--- config.mk ---
export PLATFORM = sky130hd
export DESIGN_NAME = round_robin_lane_allocator_unit_flat
export DESIGN_NICKNAME = d
export VERILOG_FILES = /design/src/rtl/core/rrla_pkg.sv /design/src/rtl/core/rrla_stream_if.sv /design/src/rtl/core/round_robin_lane_allocator_unit.sv /design/src/rtl/core/rrla_cell.sv /design/src/flat_wrapper.sv
export VERILOG_INCLUDE_DIRS = /design/src /design/src/rtl/core
export SDC_FILE = /design/constraint.sdc
export NUM_CORES = 1
export LEC_CHECK = 0
export BUFFER_PORTS_ARGS = -buffer_cell sky130_fd_sc_hd__buf_2
export CELL_PAD_IN_SITES_DETAIL_PLACEMENT = 0
export CELL_PAD_IN_SITES_GLOBAL_PLACEMENT = 1
export CORE_ASPECT_RATIO = 2
export CORE_UTILIZATION = 30
export DETAILED_ROUTE_END_ITERATION = 6
export PLACE_DENSITY = 0.5
export SYNTH_ARGS = -nofsm -noshare
export SYNTH_HDL_FRONTEND = slang
export SYNTH_SLANG_ARGS = --single-unit
--- constraint.sdc ---
create_clock -name clk -period 8 [get_ports clk]
set_clock_uncertainty 0.2 [all_clocks]
set_input_delay 0.8 -clock clk [delete_from_list [all_inputs] [get_ports clk]]
set_output_delay 0.8 -clock clk [all_outputs]
set_load 0.1 [all_outputs]
--- src/rtl/core/round_robin_lane_allocator_unit_assert.svh ---
// Assertion macros shared by the lane allocator RTL.
`ifndef ROUND_ROBIN_LANE_ALLOCATOR_UNIT_ASSERT_SVH
`define ROUND_ROBIN_LANE_ALLOCATOR_UNIT_ASSERT_SVH

// Condition that must hold at every clock edge out of reset.
`define RRLA_ASSERT_ALWAYS(label, clk, rst_n, cond) \
    label: assert property (@(posedge clk) disable iff (!rst_n) (cond)) \
        else $error("rrla: invariant violated");

// Same-cycle implication.
`define RRLA_ASSERT_IMPLY(label, clk, rst_n, ante, cons) \
    label: assert property (@(posedge clk) disable iff (!rst_n) (ante) |-> (cons)) \
        else $error("rrla: implication violated");

// Next-cycle implication.
`define RRLA_ASSERT_NEXT(label, clk, rst_n, ante, cons) \
    label: assert property (@(posedge clk) disable iff (!rst_n) (ante) |=> (cons)) \
        else $error("rrla: next-cycle check violated");

`endif

--- src/rtl/core/rrla_pkg.sv ---
`default_nettype none

package rrla_pkg;

    // Lane status codes
    localparam logic [1:0] ST_FREE      = 2'd0;
    localparam logic [1:0] ST_ACQUIRED  = 2'd1;
    localparam logic [1:0] ST_SUBMITTED = 2'd2;

    // Command codes
    localparam logic [1:0] CMD_ACQUIRE = 2'd0;
    localparam logic [1:0] CMD_BIND    = 2'd1;
    localparam logic [1:0] CMD_RELEASE = 2'd2;
    localparam logic [1:0] CMD_FIND    = 2'd3;

    // Command transaction payload
    typedef struct packed {
        logic [1:0]  command;
        logic [2:0]  lane;
        logic [63:0] fence_value;
    } cmd_t;

    // Result transaction payload
    typedef struct packed {
        logic [2:0] lane_out;
        logic       found;
        logic       error;
        logic [3:0] active;
        logic [2:0] last_grant;
        logic       last_grant_valid;
    } res_t;

    // Per-cell strobes from the controller
    typedef struct packed {
        logic inject;
        logic bind_we;
        logic rel_we;
        logic grant_we;
    } cell_ctl_t;

    // Signals broadcast to every cell of the ring
    typedef struct packed {
        logic        tok_shift;
        logic        tok_keep;
        logic        find_mode;
        logic [63:0] fence;
    } ring_bus_t;

endpackage

`default_nettype wire

--- src/rtl/core/rrla_stream_if.sv ---
`default_nettype none

// Valid/ready channel carrying one payload per transaction.
interface rrla_stream_if #(
    parameter type payload_t = logic
) ();
    logic     valid;
    logic     ready;
    payload_t payload;

    modport source (
        output valid,
        output payload,
        input  ready
    );

    modport sink (
        input  valid,
        input  payload,
        output ready
    );
endinterface

`default_nettype wire

--- src/rtl/core/round_robin_lane_allocator_unit.sv ---
// Bind and release: the command is latched, then checked and applied in the
//   apply state. Acquire and find: a token walks the ring of lane cells one
//   cell per cycle until a lane matches or every cell has been visited.
// Either way the result is registered once the output is free. One command in
//   flight; the next is taken once the result is registered, even while it waits.
// Reset (async, active low): all lanes Free, no grant, no pending result.
`default_nettype none
`include "round_robin_lane_allocator_unit_assert.svh"

module round_robin_lane_allocator_unit
    import rrla_pkg::*;
#(
    parameter int LANES = 8
)
(
    input  wire logic    clk,
    input  wire logic    rst_n,
    rrla_stream_if.sink   cmd,
    rrla_stream_if.source res
);

    localparam int IDX_W = (LANES > 1) ? $clog2(LANES) : 1;
    localparam int ACT_W = $clog2(LANES + 1);
    localparam logic [IDX_W-1:0] LAST_IDX = IDX_W'(LANES - 1);

    localparam logic [1:0] S_IDLE  = 2'd0;
    localparam logic [1:0] S_SCAN  = 2'd1;
    localparam logic [1:0] S_APPLY = 2'd2;

    logic [1:0]       state_reg, state_next;
    cmd_t             cmd_reg, cmd_next;
    logic [IDX_W-1:0] pos_reg, pos_next;
    logic [IDX_W-1:0] step_reg, step_next;
    logic [IDX_W-1:0] gp_reg, gp_next;
    logic             gpv_reg, gpv_next;
    logic [ACT_W-1:0] act_reg, act_next;
    logic             res_valid_reg, res_valid_next;
    res_t             res_reg, res_next;

    cell_ctl_t        ctl [LANES];
    ring_bus_t        bus;
    logic [LANES-1:0] tok;
    logic [LANES-1:0] cell_hit;
    logic [1:0]       cell_status [LANES];

    logic             accept;
    logic             out_free;
    logic             new_is_scan;
    logic [IDX_W-1:0] rr_start;
    logic [IDX_W-1:0] inj_idx;
    logic             lane_ok;
    logic [IDX_W-1:0] lane_idx;
    logic [1:0]       sel_status;
    logic             hit_any;
    logic             scan_end;
    logic             emit;
    logic             r_found;
    logic             r_err;
    logic [2:0]       r_lane;

    assign cmd.ready = (state_reg == S_IDLE);
    assign accept    = cmd.valid && cmd.ready;
    assign out_free  = !res_valid_reg || res.ready;

    // Round-robin start just after the last grant
    assign rr_start = (!gpv_reg || (gp_reg == LAST_IDX)) ? '0 : gp_reg + 1'b1;
    assign new_is_scan = (cmd.payload.command == CMD_ACQUIRE)
                      || (cmd.payload.command == CMD_FIND);
    assign inj_idx = (cmd.payload.command == CMD_ACQUIRE) ? rr_start : '0;

    // Addressed lane checks for bind and release
    assign lane_ok    = (32'(cmd_reg.lane) < LANES);
    assign lane_idx   = IDX_W'(cmd_reg.lane);
    assign sel_status = lane_ok ? cell_status[lane_idx] : ST_FREE;

    assign hit_any  = |cell_hit;
    assign scan_end = hit_any || (step_reg == LAST_IDX);

    // Controller
    always_comb
    begin
        state_next = state_reg;
        cmd_next   = cmd_reg;
        pos_next   = pos_reg;
        step_next  = step_reg;
        gp_next    = gp_reg;
        gpv_next   = gpv_reg;
        act_next   = act_reg;
        emit       = 1'b0;
        r_found    = 1'b0;
        r_err      = 1'b0;
        r_lane     = 3'd0;
        for (int i = 0; i < LANES; i++)
        begin
            ctl[i] = '0;
        end
        bus.tok_shift = 1'b0;
        bus.tok_keep  = 1'b0;
        bus.find_mode = (cmd_reg.command == CMD_FIND);
        bus.fence     = cmd_reg.fence_value;

        case (state_reg)
            S_IDLE:
            begin
                if (accept)
                begin
                    cmd_next = cmd.payload;
                    if (new_is_scan)
                    begin
                        for (int i = 0; i < LANES; i++)
                        begin
                            ctl[i].inject = (IDX_W'(i) == inj_idx);
                        end
                        pos_next   = inj_idx;
                        step_next  = '0;
                        state_next = S_SCAN;
                    end
                    else
                    begin
                        state_next = S_APPLY;
                    end
                end
            end
            S_SCAN:
            begin
                if (scan_end)
                begin
                    if (out_free)
                    begin
                        emit       = 1'b1;
                        r_found    = hit_any;
                        r_lane     = hit_any ? 3'(pos_reg) : 3'd0;
                        state_next = S_IDLE;
                        if (hit_any && (cmd_reg.command == CMD_ACQUIRE))
                        begin
                            for (int i = 0; i < LANES; i++)
                            begin
                                ctl[i].grant_we = (IDX_W'(i) == pos_reg);
                            end
                            gp_next  = pos_reg;
                            gpv_next = 1'b1;
                            act_next = act_reg + 1'b1;
                        end
                    end
                    else
                    begin
                        bus.tok_keep = 1'b1;
                    end
                end
                else
                begin
                    bus.tok_shift = 1'b1;
                    pos_next      = (pos_reg == LAST_IDX) ? '0 : pos_reg + 1'b1;
                    step_next     = step_reg + 1'b1;
                end
            end
            S_APPLY:
            begin
                if (out_free)
                begin
                    emit       = 1'b1;
                    state_next = S_IDLE;
                    if (cmd_reg.command == CMD_BIND)
                    begin
                        r_err = !(lane_ok && (sel_status == ST_ACQUIRED));
                        for (int i = 0; i < LANES; i++)
                        begin
                            ctl[i].bind_we = !r_err && (IDX_W'(i) == lane_idx);
                        end
                    end
                    else
                    begin
                        r_err = !(lane_ok && (sel_status == ST_SUBMITTED));
                        for (int i = 0; i < LANES; i++)
                        begin
                            ctl[i].rel_we = !r_err && (IDX_W'(i) == lane_idx);
                        end
                        if (!r_err)
                        begin
                            act_next = act_reg - 1'b1;
                        end
                    end
                end
            end
            default:
            begin
                state_next = S_IDLE;
            end
        endcase
    end

    // Output register
    always_comb
    begin
        res_next       = res_reg;
        res_valid_next = res_valid_reg && !res.ready;
        if (emit)
        begin
            res_next.lane_out         = r_lane;
            res_next.found            = r_found;
            res_next.error            = r_err;
            res_next.active           = 4'(act_next);
            res_next.last_grant       = 3'(gp_next);
            res_next.last_grant_valid = gpv_next;
            res_valid_next            = 1'b1;
        end
    end

    always_ff @(posedge clk or negedge rst_n)
    begin
        if (!rst_n)
        begin
            state_reg     <= S_IDLE;
            pos_reg       <= '0;
            step_reg      <= '0;
            gp_reg        <= '0;
            gpv_reg       <= 1'b0;
            act_reg       <= '0;
            res_valid_reg <= 1'b0;
        end
        else
        begin
            state_reg     <= state_next;
            pos_reg       <= pos_next;
            step_reg      <= step_next;
            gp_reg        <= gp_next;
            gpv_reg       <= gpv_next;
            act_reg       <= act_next;
            res_valid_reg <= res_valid_next;
        end
    end

    always_ff @(posedge clk)
    begin
        cmd_reg <= cmd_next;
        res_reg <= res_next;
    end

    assign res.valid   = res_valid_reg;
    assign res.payload = res_reg;

    // Ring of lane cells; the last cell feeds the first
    for (genvar i = 0; i < LANES; i++)
    begin : g_cell
        rrla_cell u_cell (
            .clk      (clk),
            .rst_n    (rst_n),
            .ctl      (ctl[i]),
            .bus      (bus),
            .tok_prev (tok[(i + LANES - 1) % LANES]),
            .tok      (tok[i]),
            .hit      (cell_hit[i]),
            .status   (cell_status[i])
        );
    end

    // Checks
    `RRLA_ASSERT_ALWAYS(a_tok_onehot, clk, rst_n, $onehot0(tok))
    `RRLA_ASSERT_IMPLY(a_tok_at_pos, clk, rst_n, state_reg == S_SCAN, tok == (LANES'(1) << pos_reg))
    `RRLA_ASSERT_NEXT(a_accept_busy, clk, rst_n, accept, state_reg != S_IDLE)
    `RRLA_ASSERT_ALWAYS(a_act_range, clk, rst_n, act_reg <= LANES)

endmodule

`default_nettype wire

--- src/rtl/core/rrla_cell.sv ---
`default_nettype none

// One lane: status, fence and the scan token slot of the ring.
module rrla_cell
    import rrla_pkg::*;
(
    input  wire logic      clk,
    input  wire logic      rst_n,
    input  wire cell_ctl_t ctl,
    input  wire ring_bus_t bus,
    input  wire logic      tok_prev,
    output logic           tok,
    output logic           hit,
    output logic [1:0]     status
);

    logic [1:0]  status_reg;
    logic [1:0]  status_next;
    logic [63:0] fence_reg;
    logic        tok_reg;
    logic        tok_next;
    logic        match;

    // Status update; controller raises at most one strobe
    always_comb
    begin
        status_next = status_reg;
        if (ctl.bind_we)
        begin
            status_next = ST_SUBMITTED;
        end
        else if (ctl.rel_we)
        begin
            status_next = ST_FREE;
        end
        else if (ctl.grant_we)
        begin
            status_next = ST_ACQUIRED;
        end
    end

    // Token: injected, shifted in from the neighbor, held, or dropped
    assign tok_next = ctl.inject | (bus.tok_shift & tok_prev) | (bus.tok_keep & tok_reg);

    always_ff @(posedge clk or negedge rst_n)
    begin
        if (!rst_n)
        begin
            status_reg <= ST_FREE;
            tok_reg    <= 1'b0;
        end
        else
        begin
            status_reg <= status_next;
            tok_reg    <= tok_next;
        end
    end

    // Fence is only looked at while Submitted, which needs a bind first
    always_ff @(posedge clk)
    begin
        if (ctl.bind_we)
        begin
            fence_reg <= bus.fence;
        end
    end

    // Local test at the token position
    assign match = bus.find_mode ? ((status_reg == ST_SUBMITTED) && (fence_reg == bus.fence))
                                 : (status_reg == ST_FREE);

    assign hit    = tok_reg & match;
    assign tok    = tok_reg;
    assign status = status_reg;

endmodule

`default_nettype wire

--- src/flat_wrapper.sv ---
// flat-port wrapper written by rule: the top's interface ports become plain ports
module round_robin_lane_allocator_unit_flat import rrla_pkg::*;
#(
    parameter int LANES = 8
)
  (clk, rst_n, cmd_valid, cmd_payload, cmd_ready, res_valid, res_payload, res_ready);
  rrla_stream_if #(.payload_t(cmd_t)) cmd_i ();
  rrla_stream_if #(.payload_t(res_t)) res_i ();
  input  wire logic clk;
  input  wire logic rst_n;
  input wire logic [$bits(cmd_i.valid)-1:0] cmd_valid;
  input wire logic [$bits(cmd_i.payload)-1:0] cmd_payload;
  output wire logic [$bits(cmd_i.ready)-1:0] cmd_ready;
  output wire logic [$bits(res_i.valid)-1:0] res_valid;
  output wire logic [$bits(res_i.payload)-1:0] res_payload;
  input wire logic [$bits(res_i.ready)-1:0] res_ready;
  assign cmd_i.valid = cmd_valid;
  assign cmd_i.payload = cmd_payload;
  assign cmd_ready = cmd_i.ready;
  assign res_valid = res_i.valid;
  assign res_payload = res_i.payload;
  assign res_i.ready = res_ready;
  round_robin_lane_allocator_unit #(.LANES(LANES)) u_core (.clk(clk), .rst_n(rst_n), .cmd(cmd_i), .res(res_i));
endmodule
# Word-level counts from Yosys, hierarchy flattened
# Cells that the tools add are included.
# op_classes
n_addsub,5
muxes,163
reduce_logical,66
bitwise,41
magnitude_cmp,1
n_eq_ne,51
# op_table
op,count
== test 64 bit,8
2-to-1 mux 2 bit,47
2-to-1 mux 1 bit,91
2-to-1 mux 3 bit,13
"== test 3 bit, first input constant",12
logical AND 1 bit,27
bitwise AND 1 bit,24
"== test 2 bit, second input constant",12
2-to-1 mux 4 bit,6
nonzero test 3 bit,8
logical NOT 2 bit,11
"== test 2 x 3 -> 1 bit, first input constant",6
OR 1 bit,16
one-hot mux 3 bit (2 select lines),2
"adder 3 x 1 -> 3 bit, second input constant",3
"== test 1 x 3 -> 1 bit, first input constant",3
"== test 3 bit, second input constant",3
logical NOT 3 bit,3
one-hot mux 4 bit (2 select lines),1
AND reduction 4 bit,2
OR reduction 8 bit,1
binary-select mux 2 bit (select 3 bit),1
"== test 2 x 1 -> 1 bit, second input constant",3
"inequality test 2 bit, second input constant",3
12 further kinds,21
# totals
in_bits,73
reg_bits,635

# Longest topological paths before layout
# logic_depth
word_depth,13
depth_mapped,12
ltp_nobuf,9

# By module
# Synthesis repeated with hierarchy kept, for this count alone.
# hier_totals
hier_cells,1700
area_unflattened_um2,26558.0
# by_module_without_submodules
module,instances,cells_per_inst,seq_area_each_um2,area_each_um2
rrla_cell,8,177,1996.9,2798.9
round_robin_lane_allocator_unit,1,284,2887.8,4166.5

# Worst setup path before layout
# Ideal clock, no wire load.
# synth_path
path_type,register to register
startpoint,register u_core.cmd_reg (netlist bit u_core.lane_idx[0])
endpoint,register u_core.g_cell[4].u_cell.status_reg[1]
setup_slack_ns,0.875
n_path_buf,0
arrival_time_ns,6.843
path_stages_with_launch,7
synth_period_minus_slack_ns,7.125
setup_ns,0.082
t_required_ns,7.718
cell_sequence,edfxtp_1 -> mux4_1 -> mux2_2 -> nor4_2 -> nand2_1 -> nor3_1 -> o32a_1
# synth_lines
element,line,text
"start, declared",round_robin_lane_allocator_unit.sv:31,"cmd_t cmd_reg, cmd_next;"
"start signal, assigned",round_robin_lane_allocator_unit.sv:235,cmd_reg <= cmd_next;
"end signal, assigned",rrla_cell.sv:54,status_reg <= status_next;
"end, declared",rrla_cell.sv:17,logic [1:0] status_reg;

# Worst setup path after layout
# layout_path
startpoint,register u_core.cmd_reg (netlist bit u_core.bus[25])
endpoint,register u_core.res_reg (netlist bit u_core.res.payload[8]) (enable)
# layout_between
elab_chain_len,8
elab_cells_between_ends,36
classes_between,eq/ne: 8; mux: 10; bitwise: 8; reduce/logical: 10
# layout_rtl
element,line,text
== test 64 bit,rrla_cell.sv:69,assign match = bus.find_mode ? ((status_reg == ST_SUBMITTED) && (fence_reg == bus.fence))
logical AND 1 bit,rrla_cell.sv:69,
2-to-1 mux 1 bit,rrla_cell.sv:69,
bitwise AND 1 bit,rrla_cell.sv:72,assign hit = tok_reg & match;
OR reduction 8 bit *,round_robin_lane_allocator_unit.sv:76,assign hit_any = |cell_hit;
logical OR 1 bit *,round_robin_lane_allocator_unit.sv:77,assign scan_end = hit_any || (step_reg == LAST_IDX);
2-to-1 mux 1 bit *,round_robin_lane_allocator_unit.sv:126,if (scan_end)
one-hot mux 1 bit (2 select lines) *,round_robin_lane_allocator_unit.sv:102,case (state_reg)
named net u_core.emit,round_robin_lane_allocator_unit.sv:56,logic emit;
"end signal, assigned",round_robin_lane_allocator_unit.sv:236,res_reg <= res_next;
"end, declared",round_robin_lane_allocator_unit.sv:38,"res_t res_reg, res_next;"
# Mark *: on every way through the listed nets, which the timed path passes. The rest lies on a longest branch.
# A chain may end at the register's enable or synchronous reset.

==> results.py <==
metrics = {
    "logic_synthesis": {
        "synth-seq-area-share_pct": 70.87,
        "yosys_register_bits": 635,
        "syn_area_per_cell_sq_um": 15.84,
        "ys_warn_count": 0,
        "ys_types": 68,
        "synth_nets": 1769,
        "synth_edf_count": 594,
        "async_flop_share_pct": 6.457,
        "synthesis.instances": 1680,
        "syn_area_sq_um": 26620,
        "yosys_most_used_dff": "edfxtp_1",
        "netlist.area_leader.share_pct": 67.01,
        "synth.area.top_cells": "edfxtp_1 (67%), xnor2_1 (12%), xor2_1 (4.4%)",
        "synth_area_leader_cell": "edfxtp_1",
    },
    "timing": {
        "whs_ns": 0.1183,
        "max_freq_mhz": 201.4,
        "drv_slew": 0,
        "tightestPinTransition_ns": 1.257,
        "rsz0062_at_grt": "no",
        "fin_tns_setup_ns": 0,
        "fin_crit_ns": 4.965,
        "post-route-period-util_pct": 62.06,
        "setup_viol": 0,
        "hold_viol_final": 0,
        "relSlewSlack_pct": 15.42,
    },
    "floorplanning": {
        "core.rowCount": 154,
        "initial_utilization_pct": 30.23,
        "dieWidth_um": 212.6,
        "coreArea_sq_um": 88060,
        "top_level_ports": 88,
        "die_y_um": 423.2,
        "fp.dieArea_sq_um": 89990,
    },
    "clock_tree": {
        "tritoncts": "built",
        "hold_buffers": 0,
        "cts_setup_buffers": 0,
        "cts_max_level": 2,
        "cts_root_buf": "clkbuf_16",
        "cts.clk_slew.worst_paths_ns": 0.06,
        "clk_path_buf_depth": 3,
        "clk_latency_ns": 0.65,
        "numCtsBuffers": 60,
        "ctsResizeCount": 0,
        "clock_sinks": 635,
    },
    "power_and_ir_drop": {
        "total_power_mw": 8.695,
        "peakVddDrop_uv": 307.3,
        "powerDensity_nw_per_um2": 283.9,
        "p_leak_nw": 9.746,
    },
    "job": {
        "cap_viol_max_count": 0,
    },
    "routing": {
        "remaining_drc_errors": 0,
        "ant_nets": 0,
        "routed_wl_um": 82740,
        "routedWlPerCell_um": 27.30,
        "drt_first_pass_iters": 5,
        "vias_per_cell": 4.728,
        "dr.first_iter.drc_count": 968,
        "vias": 14330,
    },
    "layout": {
        "multi_input_area_sq_um": 7298,
        "seqCellArea_sq_um": 18860,
        "final_area_sq_um": 30630,
        "areaGrowthSynthToFinish_pct": 15.07,
        "largest_reg_flops": 512,
        "layout.nets": 1903,
        "drive_above_1_share_pct": 14.24,
        "n_antenna_cell": 0,
        "fillers": 8497,
    },
    "global_route": {
        "gr-total-overflow": 0,
        "grtUsageTotal_pct": 18.61,
        "grt_pass1_vias": 14710,
        "grt_pass1_wl_um": 115500,
        "grt_start_max_net_pins": 66,
        "antenna_found_initial": 0,
    },
    "setup_path": {
        "path_max_fanout": 22,
        "worstSetupEndpointType": "flop",
        "cp.required_ns": 8.07,
        "timing_worst_setup_path_type": "reg2reg",
        "startpoint_type": "flop",
        "cp.arrival_ns": 5.04,
    },
    "place": {
        "placed_cell_area_sq_um": 28690,
        "gp_congestion": 0.8654,
        "hpwl_um": 56490,
        "io_buffer_count": 87,
    },
    "min_path": {
        "hold_class": "in2reg",
    },
    "outcome": {
        "status": "finished, final reports clean",
    },
}
## metal layers
metal	track usage (%)	up-vias	routed length, um
li1	-	6474	-
met1	19.71	7468	29990
met2	36.51	279	47110
met3	1.877	110	2214
met4	7.530	0	3431
met5	0	-	0
## area by class of cell
| cell class | instances | share of cell area [%] |
|---|---|---|
| sequential | 635 | 61.59 |
| multi-input combinational | 928 | 23.83 |
| clock buffer | 76 | 5.229 |
| tap | 1170 | 4.780 |
| timing repair buffer | 153 | 3.039 |
| clock inverter | 33 | 1.083 |
| inverter | 36 | 0.4494 |
## Yosys cell counts (3+ instances only)
cell	n
nor3b_1	4
o32a_1	4
clkbuf_1	14
nand2_1	42
nand4b_1	4
or4_1	4
ha_1	16
o21ai_0	9
and2_1	7
and3_1	5
o22a_1	4
dfrtp_1	41
nand4_1	99
a31oi_1	5
a21oi_1	8
o21ai_1	4
xor2_1	135
edfxtp_1	594
mux4_2	3
nor3_1	15
nor2b_1	3
nand3_1	16
or3_1	6
nand2b_1	10
o211ai_1	3
buf_2	63
xnor2_1	359
o22ai_1	5
a2111oi_0	3
o21a_1	4
inv_1	36
a32o_1	3
nor2_1	26
a211oi_1	3
mux2_2	3
o211a_1	4
a221o_1	10
nor4_1	63
o31ai_1	4
o2bb2ai_1	6
## power breakdown
group          leakage, nW  switching (mW)  internal [mW]
registers             5.94           0.214           3.93
logic                 2.87            1.16          0.505
clock network        0.941            1.30           1.58
total                 9.75            2.68           6.01
## critical path: stages, from the launching register on
cell,delay [ns]
edfxtp_1,1.16
xor2_1,0.15
nor4_1,0.63
nand4_1,0.15
nor3_1,0.57
a41o_1,0.28
a211oi_1,0.06
nand2_1,0.60
o21a_1,0.18
o211a_1,0.55
## cell families (layout without fill, tap and decap cells)
kind of cell | count (synthesis) | after routing | share of synthesized area [%]
fa+ha+maj | 16 | 16 | 0.7521
compound gates | 97 | 97 | 2.839
xor+xnor | 494 | 494 | 16.26
simple gates | 312 | 312 | 6.689
buf+inv | 117 | 298 | 1.988
mux | 9 | 9 | 0.6064
flops | 635 | 635 | 70.87
## placed cells by master, fill, tap and decap left out, types with 5 or more instances in the layout
master,netlist,final
nor4_1,63,60
clkinv_1,0,12
nand3_1,16,16
and2_1,7,7
clkbuf_1,14,12
nor2_1,26,20
clkbuf_16,0,60
dfrtp_1,41,41
o21ai_0,9,9
a31oi_1,5,5
buf_4,1,66
nand4_1,99,99
bufinv_16,0,5
ha_1,16,16
and3_1,5,5
nor3_1,15,13
or3_1,6,6
buf_2,63,87
nand2b_1,10,10
o22ai_1,5,5
a21oi_1,8,8
edfxtp_1,594,594
o2bb2ai_1,6,6
xor2_1,135,135
clkinv_2,0,9
nand2_1,42,42
xnor2_1,359,359
a221o_1,10,10
nor2_4,0,6
inv_1,36,35
## stage by stage
stage                     setup slack (ns)  utilization, %  instances
after floorplan                     0.8752               -       1680
after global placement               2.769           32.58       2922
final                                3.035           34.78       3031
after detailed placement             2.832           32.59       2922
after CTS                            2.789           34.78       3031
after global routing                 2.752           34.78       3031
## path summary, 6_finish.rpt
kind | from | end | slack [ns] | cells after the start
setup / recovery | u_core.bus[25] | u_core.res.payload[8] | 3.04 | 9
hold / removal | cmd_payload[18] | u_core.bus[18] | 0.12 | 1
setup reg to reg | u_core.bus[25] | u_core.res.payload[8] | 3.04 | 9
hold reg to reg | u_core.gpv_reg | u_core.gpv_reg | 0.29 | 1
max in group asynchronous | rst_n | u_core.gpv_reg | 6.79 | 1
min in group asynchronous | rst_n | u_core.gp_reg[1] | 0.14 | 1
No activity file was read; power rests on OpenSTA's default activity.
